[config.mk]
export PLATFORM = sky130hd
export DESIGN_NAME = sbox_linear_approximation_table
export DESIGN_NICKNAME = d
export VERILOG_FILES = /design/src/hdl/slat_pkg.sv /design/src/hdl/slat_ram.sv /design/src/hdl/slat_front.sv /design/src/hdl/slat_queue.sv /design/src/hdl/slat_back.sv /design/src/hdl/sbox_linear_approximation_table.sv
export SDC_FILE = /design/constraint.sdc
export NUM_CORES = 2
export LEC_CHECK = 0
export ABC_CLOCK_PERIOD_IN_PS = 8350
export BUFFER_PORTS_ARGS = -buffer_cell sky130_fd_sc_hd__buf_2
export CELL_PAD_IN_SITES_DETAIL_PLACEMENT = 1
export CELL_PAD_IN_SITES_GLOBAL_PLACEMENT = 1
export CORE_ASPECT_RATIO = 1.1
export CORE_UTILIZATION = 30
export CTS_CLUSTER_SIZE = 14
export DETAILED_ROUTE_END_ITERATION = 12
export GPL_ROUTABILITY_DRIVEN = 0
export HOLD_SLACK_MARGIN = 0.15
export PLACE_DENSITY_LB_ADDON = 0.2
export SYNTH_ARGS = -nofsm -noshare
export SYNTH_HDL_FRONTEND = slang
export SYNTH_SLANG_ARGS = --single-unit
[constraint.sdc]
create_clock -name clk -period 8.35 [get_ports clk]
set_input_delay 2.505 -clock clk [delete_from_list [all_inputs] [get_ports clk]]
set_output_delay 2.505 -clock clk [all_outputs]
set_load 0.01 [all_outputs]
[src/hdl/slat_pkg.sv]
package slat_pkg;

  localparam int MAX_IN_BITS  = 8;
  localparam int MAX_OUT_BITS = 8;
  localparam int STORE_DEPTH  = 1 << MAX_IN_BITS;
  localparam int ADDR_W       = 8;
  localparam int DATA_W       = 8;
  localparam int COUNT_W      = 9;
  localparam int WIDTH_W      = 4;

  localparam logic KIND_LOAD  = 1'b0;
  localparam logic KIND_QUERY = 1'b1;

  localparam logic REG_IN_WIDTH  = 1'b0;
  localparam logic REG_OUT_WIDTH = 1'b1;

  typedef struct packed {
    logic              kind;
    logic [ADDR_W-1:0] entry_index;
    logic [DATA_W-1:0] entry_value;
    logic [ADDR_W-1:0] in_mask;
    logic [DATA_W-1:0] out_mask;
  } in_t;

  typedef struct packed {
    logic [COUNT_W-1:0] zero_count;
    logic [ADDR_W-1:0]  echo_in_mask;
    logic [DATA_W-1:0]  echo_out_mask;
  } out_t;

  // load: arg_a = masked entry index, arg_b = value
  // query: arg_a = in_mask, arg_b = out_mask (raw, echoed back)
  typedef struct packed {
    logic              kind;
    logic [ADDR_W-1:0] arg_a;
    logic [DATA_W-1:0] arg_b;
  } op_t;

  typedef struct packed {
    logic [WIDTH_W-1:0] in_width;
    logic [WIDTH_W-1:0] out_width;
  } cfg_t;

  typedef struct packed {
    logic idle;
    logic fin;
  } bk_status_t;

  function automatic logic [WIDTH_W-1:0] clamp_width(input logic [WIDTH_W-1:0] w,
                                                     input logic [WIDTH_W-1:0] hi);
    logic [WIDTH_W-1:0] r;
    if (w == '0) begin
      r = WIDTH_W'(1);
    end else if (w > hi) begin
      r = hi;
    end else begin
      r = w;
    end
    return r;
  endfunction

  function automatic logic [DATA_W-1:0] low_mask(input logic [WIDTH_W-1:0] w);
    logic [DATA_W:0] m;
    m = ((DATA_W+1)'(1) << w) - (DATA_W+1)'(1);
    return m[DATA_W-1:0];
  endfunction

endpackage

[src/hdl/slat_ram.sv]
module slat_ram #(
  parameter int WIDTH = 8,
  parameter int DEPTH = 256
) (
  input  logic                     clk,
  input  logic                     we,
  input  logic [$clog2(DEPTH)-1:0] waddr,
  input  logic [WIDTH-1:0]         wdata,
  input  logic [$clog2(DEPTH)-1:0] raddr,
  output logic [WIDTH-1:0]         rdata
);

  logic [WIDTH-1:0] mem [DEPTH];

  always_ff @(posedge clk) begin
    if (we) begin
      mem[waddr] <= wdata;
    end
    rdata <= mem[raddr];
  end

endmodule

[src/hdl/slat_front.sv]
module slat_front (
  input  logic           clk,
  input  logic           rst,
  input  slat_pkg::cfg_t cfg,
  input  logic           in_valid,
  output logic           in_ready,
  input  slat_pkg::in_t  in_data,
  output logic           op_valid,
  input  logic           op_ready,
  output slat_pkg::op_t  op_data
);
  import slat_pkg::*;

  logic hold_valid;
  logic hold_valid_next;
  op_t  hold;
  op_t  classified;
  logic accept;

  assign in_ready = !hold_valid || op_ready;
  assign accept   = in_valid && in_ready;
  assign op_valid = hold_valid;
  assign op_data  = hold;

  always_comb begin
    classified.kind = in_data.kind;
    if (in_data.kind == KIND_LOAD) begin
      classified.arg_a = in_data.entry_index & low_mask(cfg.in_width);
      classified.arg_b = in_data.entry_value;
    end else begin
      classified.arg_a = in_data.in_mask;
      classified.arg_b = in_data.out_mask;
    end
  end

  always_comb begin
    hold_valid_next = hold_valid;
    if (accept) begin
      hold_valid_next = 1'b1;
    end else if (op_ready) begin
      hold_valid_next = 1'b0;
    end
  end

  always_ff @(posedge clk) begin
    if (rst) begin
      hold_valid <= 1'b0;
    end else begin
      hold_valid <= hold_valid_next;
    end
    if (accept) begin
      hold <= classified;
    end
  end

endmodule

[src/hdl/slat_queue.sv]
module slat_queue (
  input  logic          clk,
  input  logic          rst,
  input  logic          push_valid,
  output logic          push_ready,
  input  slat_pkg::op_t push_data,
  output logic          pop_valid,
  input  logic          pop_ready,
  output slat_pkg::op_t pop_data
);
  import slat_pkg::*;

  op_t        slots [2];
  logic       wr_ptr;
  logic       rd_ptr;
  logic [1:0] fill;
  logic       push;
  logic       pop;

  assign push_ready = (fill != 2'd2);
  assign pop_valid  = (fill != 2'd0);
  assign pop_data   = slots[rd_ptr];
  assign push       = push_valid && push_ready;
  assign pop        = pop_valid && pop_ready;

  always_ff @(posedge clk) begin
    if (rst) begin
      wr_ptr <= 1'b0;
      rd_ptr <= 1'b0;
      fill   <= 2'd0;
    end else begin
      if (push) begin
        wr_ptr <= !wr_ptr;
      end
      if (pop) begin
        rd_ptr <= !rd_ptr;
      end
      if (push && !pop) begin
        fill <= fill + 2'd1;
      end else if (pop && !push) begin
        fill <= fill - 2'd1;
      end
    end
    if (push) begin
      slots[wr_ptr] <= push_data;
    end
  end

endmodule

[src/hdl/slat_back.sv]
module slat_back (
  input  logic                 clk,
  input  logic                 rst,
  input  slat_pkg::cfg_t       cfg,
  input  logic                 op_valid,
  output logic                 op_ready,
  input  slat_pkg::op_t        op_data,
  output logic                 out_valid,
  input  logic                 out_ready,
  output slat_pkg::out_t       out_data,
  output slat_pkg::bk_status_t status
);
  import slat_pkg::*;

  typedef enum logic [2:0] {
    ST_IDLE = 3'b001,
    ST_SCAN = 3'b010,
    ST_FIN  = 3'b100
  } state_t;

  state_t              state;
  state_t              state_next;
  logic [ADDR_W:0]     x;
  logic [ADDR_W:0]     n_items;
  logic                issue;
  logic                rd_valid;
  logic [ADDR_W-1:0]   rd_x;
  logic [DATA_W-1:0]   rdata;
  logic [COUNT_W-1:0]  count;
  logic [ADDR_W-1:0]   mask_a;
  logic [DATA_W-1:0]   mask_b;
  logic [ADDR_W-1:0]   eff_a;
  logic [DATA_W-1:0]   eff_b;
  logic                ram_we;
  logic                start;
  logic                hit;
  logic                emit;

  assign n_items  = (ADDR_W+1)'((ADDR_W+1)'(1) << cfg.in_width);
  assign eff_a    = mask_a & low_mask(cfg.in_width);
  assign eff_b    = mask_b & low_mask(cfg.out_width);
  assign op_ready = (state == ST_IDLE);
  assign ram_we   = op_valid && op_ready && (op_data.kind == KIND_LOAD);
  assign start    = op_valid && op_ready && (op_data.kind == KIND_QUERY);
  assign issue    = (state == ST_SCAN) && (x != n_items);
  assign hit      = rd_valid && !((^(rd_x & eff_a)) ^ (^(rdata & eff_b)));
  assign emit     = (state == ST_FIN) && (!out_valid || out_ready);

  assign status.idle = (state == ST_IDLE);
  assign status.fin  = (state == ST_FIN);

  slat_ram #(
    .WIDTH(DATA_W),
    .DEPTH(STORE_DEPTH)
  ) u_store (
    .clk  (clk),
    .we   (ram_we),
    .waddr(op_data.arg_a),
    .wdata(op_data.arg_b),
    .raddr(x[ADDR_W-1:0]),
    .rdata(rdata)
  );

  always_comb begin
    state_next = state;
    unique case (state)
      ST_IDLE: begin
        if (start) begin
          state_next = ST_SCAN;
        end
      end
      ST_SCAN: begin
        if (!issue && !rd_valid) begin
          state_next = ST_FIN;
        end
      end
      ST_FIN: begin
        if (emit) begin
          state_next = ST_IDLE;
        end
      end
      default: state_next = ST_IDLE;
    endcase
  end

  always_ff @(posedge clk) begin
    if (rst) begin
      state     <= ST_IDLE;
      rd_valid  <= 1'b0;
      out_valid <= 1'b0;
    end else begin
      state    <= state_next;
      rd_valid <= issue;
      if (emit) begin
        out_valid <= 1'b1;
      end else if (out_ready) begin
        out_valid <= 1'b0;
      end
    end
    rd_x <= x[ADDR_W-1:0];
    if (start) begin
      x      <= '0;
      count  <= '0;
      mask_a <= op_data.arg_a;
      mask_b <= op_data.arg_b;
    end else begin
      if (issue) begin
        x <= x + (ADDR_W+1)'(1);
      end
      if (hit) begin
        count <= count + COUNT_W'(1);
      end
    end
    if (emit) begin
      out_data.zero_count    <= count;
      out_data.echo_in_mask  <= mask_a;
      out_data.echo_out_mask <= mask_b;
    end
  end

endmodule

[src/hdl/sbox_linear_approximation_table.sv]
// S-box linear approximation table cell counter.
// in channel (in_valid/in_ready/in_data): kind 0 loads one S-box entry,
// kind 1 queries one table cell with in_mask/out_mask. Loads give no result.
// out channel (out_valid/out_ready/out_data): one result per query carrying
// the zero-parity count and both masks as given.
// cfg channel (cfg_valid/cfg_ready/cfg_index/cfg_data): index 0 in_width,
// index 1 out_width; always ready, write only while idle.
// A front register and a two-entry queue feed the executor, so requests keep
// being taken while a query runs, until the queue and front register fill.
// Load: written to the store when the executor takes it. Query: 2^in_width store
// reads, one per cycle through the single read port of the store; the executor
// takes no new request until the query's result has been emitted.
// Reset empties the queue and result register and sets both widths to 8;
// the store keeps its contents and must be loaded before queries read it.
// A stalled result holds the executor at the end of the next query; loads
// behind that query go through once the stalled result is taken.
module sbox_linear_approximation_table (
  input  logic                clk,
  input  logic                rst,
  input  logic                in_valid,
  output logic                in_ready,
  input  slat_pkg::in_t       in_data,
  output logic                out_valid,
  input  logic                out_ready,
  output slat_pkg::out_t      out_data,
  input  logic                cfg_valid,
  output logic                cfg_ready,
  input  logic                cfg_index,
  input  logic [3:0]          cfg_data
);
  import slat_pkg::*;

  logic [WIDTH_W-1:0] in_width;
  logic [WIDTH_W-1:0] out_width;
  cfg_t               cfg;
  logic               f_valid;
  logic               f_ready;
  op_t                f_data;
  logic               q_valid;
  logic               q_ready;
  op_t                q_data;
  bk_status_t         bk_status;

  assign cfg_ready     = 1'b1;
  assign cfg.in_width  = clamp_width(in_width, WIDTH_W'(MAX_IN_BITS));
  assign cfg.out_width = clamp_width(out_width, WIDTH_W'(MAX_OUT_BITS));

  always_ff @(posedge clk) begin
    if (rst) begin
      in_width  <= WIDTH_W'(8);
      out_width <= WIDTH_W'(8);
    end else if (cfg_valid && cfg_ready) begin
      case (cfg_index)
        REG_IN_WIDTH:  in_width  <= cfg_data;
        REG_OUT_WIDTH: out_width <= cfg_data;
        default: ;
      endcase
    end
  end

  slat_front u_front (
    .clk     (clk),
    .rst     (rst),
    .cfg     (cfg),
    .in_valid(in_valid),
    .in_ready(in_ready),
    .in_data (in_data),
    .op_valid(f_valid),
    .op_ready(f_ready),
    .op_data (f_data)
  );

  slat_queue u_queue (
    .clk       (clk),
    .rst       (rst),
    .push_valid(f_valid),
    .push_ready(f_ready),
    .push_data (f_data),
    .pop_valid (q_valid),
    .pop_ready (q_ready),
    .pop_data  (q_data)
  );

  slat_back u_back (
    .clk      (clk),
    .rst      (rst),
    .cfg      (cfg),
    .op_valid (q_valid),
    .op_ready (q_ready),
    .op_data  (q_data),
    .out_valid(out_valid),
    .out_ready(out_ready),
    .out_data (out_data),
    .status   (bk_status)
  );

`ifndef SYNTHESIS
  a_reset_clears_out: assert property (@(posedge clk) $past(rst) && !rst |-> !out_valid)
    else $error("result valid right after reset");

  a_result_from_fin: assert property (@(posedge clk) disable iff (rst)
    $rose(out_valid) |-> $past(bk_status.fin))
    else $error("result raised outside the finish step");

  a_count_bound: assert property (@(posedge clk) disable iff (rst)
    out_valid |-> out_data.zero_count <= COUNT_W'(STORE_DEPTH))
    else $error("zero count above store depth");

  a_fin_not_idle: assert property (@(posedge clk) disable iff (rst)
    !(bk_status.fin && bk_status.idle))
    else $error("executor idle and finishing at once");
`endif

endmodule
==> impl_metrics.env <==
export IMPL_synth_top_area_share_pct=75.66
export IMPL_cp_slowest_cell="buf_4"
export IMPL_hpwlAfterDp_um=152000
export IMPL_drive_above_1_share_pct=24.92
export IMPL_ios=71
export IMPL_grt_usage_pct=17.84
export IMPL_min_period_over_period_pct=59.17
export IMPL_critPathKind="reg2reg"
export IMPL_start_kind="flip-flop"
export IMPL_vias=41220
export IMPL_p_leak_nw=28.85
export IMPL_htreeDepth=4
export IMPL_gr_total_overflow=0
export IMPL_drtIter0Drc=3601
export IMPL_die_w_um=509.3
export IMPL_clkSinkCount=2193
export IMPL_antenna_left=0
export IMPL_min_period_ps=4940
export IMPL_clk_pin_slew_ps=60
export IMPL_die_h_um=560.1
export IMPL_numCtsBuffers=232
export IMPL_cap_violations=0
export IMPL_postCtsHoldBufs=0
export IMPL_grt_pass1_wl_um=358500
export IMPL_p_per_area_nw_per_um2=290.0
export IMPL_path_delay_family="compound AO/OA/AOI/OAI gates"
export IMPL_cts_resized=0
export IMPL_cp_max_fo=118
export IMPL_min_path_type="reg2reg"
export IMPL_grt_pass1_vias=43980
export IMPL_ys_top_cells_by_count="edfxtp_1 (2,140), mux4_2 (537), nor2_1 (327)"
export IMPL_synth_seq_cells=2193
export IMPL_synth_edf_count=2140
export IMPL_path_buf_inv=2
export IMPL_finalPower_w=0.02814
export IMPL_nNetsFinal=4247
export IMPL_ys_async_sr_fraction_pct=0
export IMPL_drt_total_wl_um=256300
export IMPL_setup_tns_ps=0
export IMPL_utilization_pct=34.50
export IMPL_irDropWorstVdd_mv=0.2208
export IMPL_synth_most_common_cell="edfxtp_1"
export IMPL_synth_distinct_cells=68
export IMPL_yosysWarnings=0
export IMPL_port_buffers=69
export IMPL_dr_pass1_iters=5
export IMPL_die_area_um2=285300
export IMPL_ff2ff_setup_slack_ps=3410
export IMPL_area_growth_pct=14.24
export IMPL_synth_cells=4026
export IMPL_syn_cell_area_um2=84940
export IMPL_drc=0
export IMPL_worstMarginPinSlew_ps=1334
export IMPL_vias_per_cell=5.095
export IMPL_fmax_mhz=202.4
export IMPL_ys_seq_area_share_pct=76.91
export IMPL_clock_path_buffers=4
export IMPL_tritoncts="yes"
export IMPL_synthTopCellsByArea="edfxtp_1 (76%), mux4_2 (14%), nor2_1 (1.4%)"
export IMPL_finalSetupViolCount=0
export IMPL_clock_latency_ps=900
export IMPL_syn_area_per_cell_um2=21.10
export IMPL_cts_setup_buffers=0
export IMPL_final_max_slew_viol_count=0
export IMPL_core_um2=281300
export IMPL_cpPeakStageDelay_ps=710
export IMPL_antenna_found_initial=13
export IMPL_crit_chain="buf_12, buf_4, mux2_2, o21ai_0, a21oi_1, nor4_1, o21ai_0, a31o_1"
export IMPL_cp_arrival_ps=5700
export IMPL_path_common_cell="o21ai_0"
export IMPL_slew_limit_headroom_pct=10.50
export IMPL_synth_area_leader_cell="edfxtp_1"
export IMPL_synthFlopType="edfxtp_1"
export IMPL_num_rows=204
export IMPL_grt_max_degree=161
export IMPL_start_util_pct=30.20
export IMPL_rsz0062_at_grt="no"
export IMPL_finalHoldViolCount=0
export IMPL_clock_skew_ps=50.16
export IMPL_status="complete, no violations"
export IMPL_crit_path_end_kind="flip-flop"
export IMPL_cts_root_buf="clkbuf_16"
export IMPL_wl_per_cell_um=31.67
export IMPL_crit_required_ps=9110
export IMPL_holdWs_ps=449.1
-- flip-flops by register name, summed over array words and instances, names as in the netlist, named ones only --
name / flops
u_back.x: 9
u_back.u_store.mem: 2048
u_back.rd_x: 8
u_back.out_data: 25
in_width: 4
u_queue.fill: 2
u_back.out_valid: 1
u_back.mask_b: 8
out_width: 4
u_front.op_data: 17
u_queue.rd_ptr: 1
u_back.mask_a: 8
u_back.state: 3
u_queue.slots: 34
u_back.u_store.rdata: 8
u_back.rd_valid: 1
u_front.op_valid: 1
u_queue.wr_ptr: 1
u_back.count: 9
-- final timing paths --
check	from	end	depth (start not counted)
setup / recovery	u_back.x[1]$_SDFFE_PP0P_	u_back.u_store.rdata[3]$_DFF_P_	8
hold / removal	u_front.op_data[5]$_DFFE_PP_	u_queue.slots[1][5]$_DFFE_PP_	0
setup reg to reg	u_back.x[1]$_SDFFE_PP0P_	u_back.u_store.rdata[3]$_DFF_P_	8
hold reg to reg	u_front.op_data[5]$_DFFE_PP_	u_queue.slots[1][5]$_DFFE_PP_	0
-- area by class of cell --
cell class                      count  area, um2
Antenna cell                        5      12.51
Sequential cell                  2193      65340
Tap cell                         3708       4639
Multi-Input combinational cell   1587      18610
Clock buffer                      290       6125
Timing Repair Buffer              169       1221
Clock inverter                    123       1018
Fill cell                       27490     184200
Inverter                           16      63.81
-- metrics by stage --
step | area (um2) | setup WS, ps | instances
6_report | 97030 | 3410 | 8091
5_1_grt | 97020 | 3357 | 8087
4_1_cts | 97020 | 3352 | 8086
3_5_place_dp | 89880 | 3375 | 7673
3_3_place_gp | 89880 | 3345 | 7673
2_1_floorplan | 84950 | 4634 | 4028
-- per-layer routing --
metal	share of wire [%]	routed length [um]	global-route usage, %
met5	0.030	76	0
met4	3.0	7766	5.213
met3	4.7	12140	2.638
met2	49	126300	29.87
met1	43	110000	23.91
-- cells in the final DEF, fill, tap and decap left out, types with 45 or more instances in the layout --
cell type,instances
edfxtp_1,2140
mux4_2,537
nor2_1,321
clkbuf_16,233
nand2_1,109
buf_4,90
mux2i_1,69
buf_2,69
a21oi_1,57
clkinv_1,57
clkbuf_1,49
a22oi_1,48
dfxtp_1,45
-- cell families after synthesis --
kind of cell             share of synthesized area, %
adder cells (fa/ha/maj)                       0.07365
buffers and inverters                           1.531
AND/OR/NAND/NOR                                 3.054
multiplexers                                    15.50
flip-flops                                      76.91
XOR/XNOR                                       0.3462
AO/OA/AOI/OAI                                   2.582
other                                        0.004415
-- where the power goes --
part	total [W]	leakage, nW	switching (W)	internal, W
clock network	0.00996	3.51	0.00431	0.00565
registers	0.0133	19.7	0.000153	0.0131
logic	0.00488	5.64	0.00319	0.00169
Power figures use the tool's default switching activity.
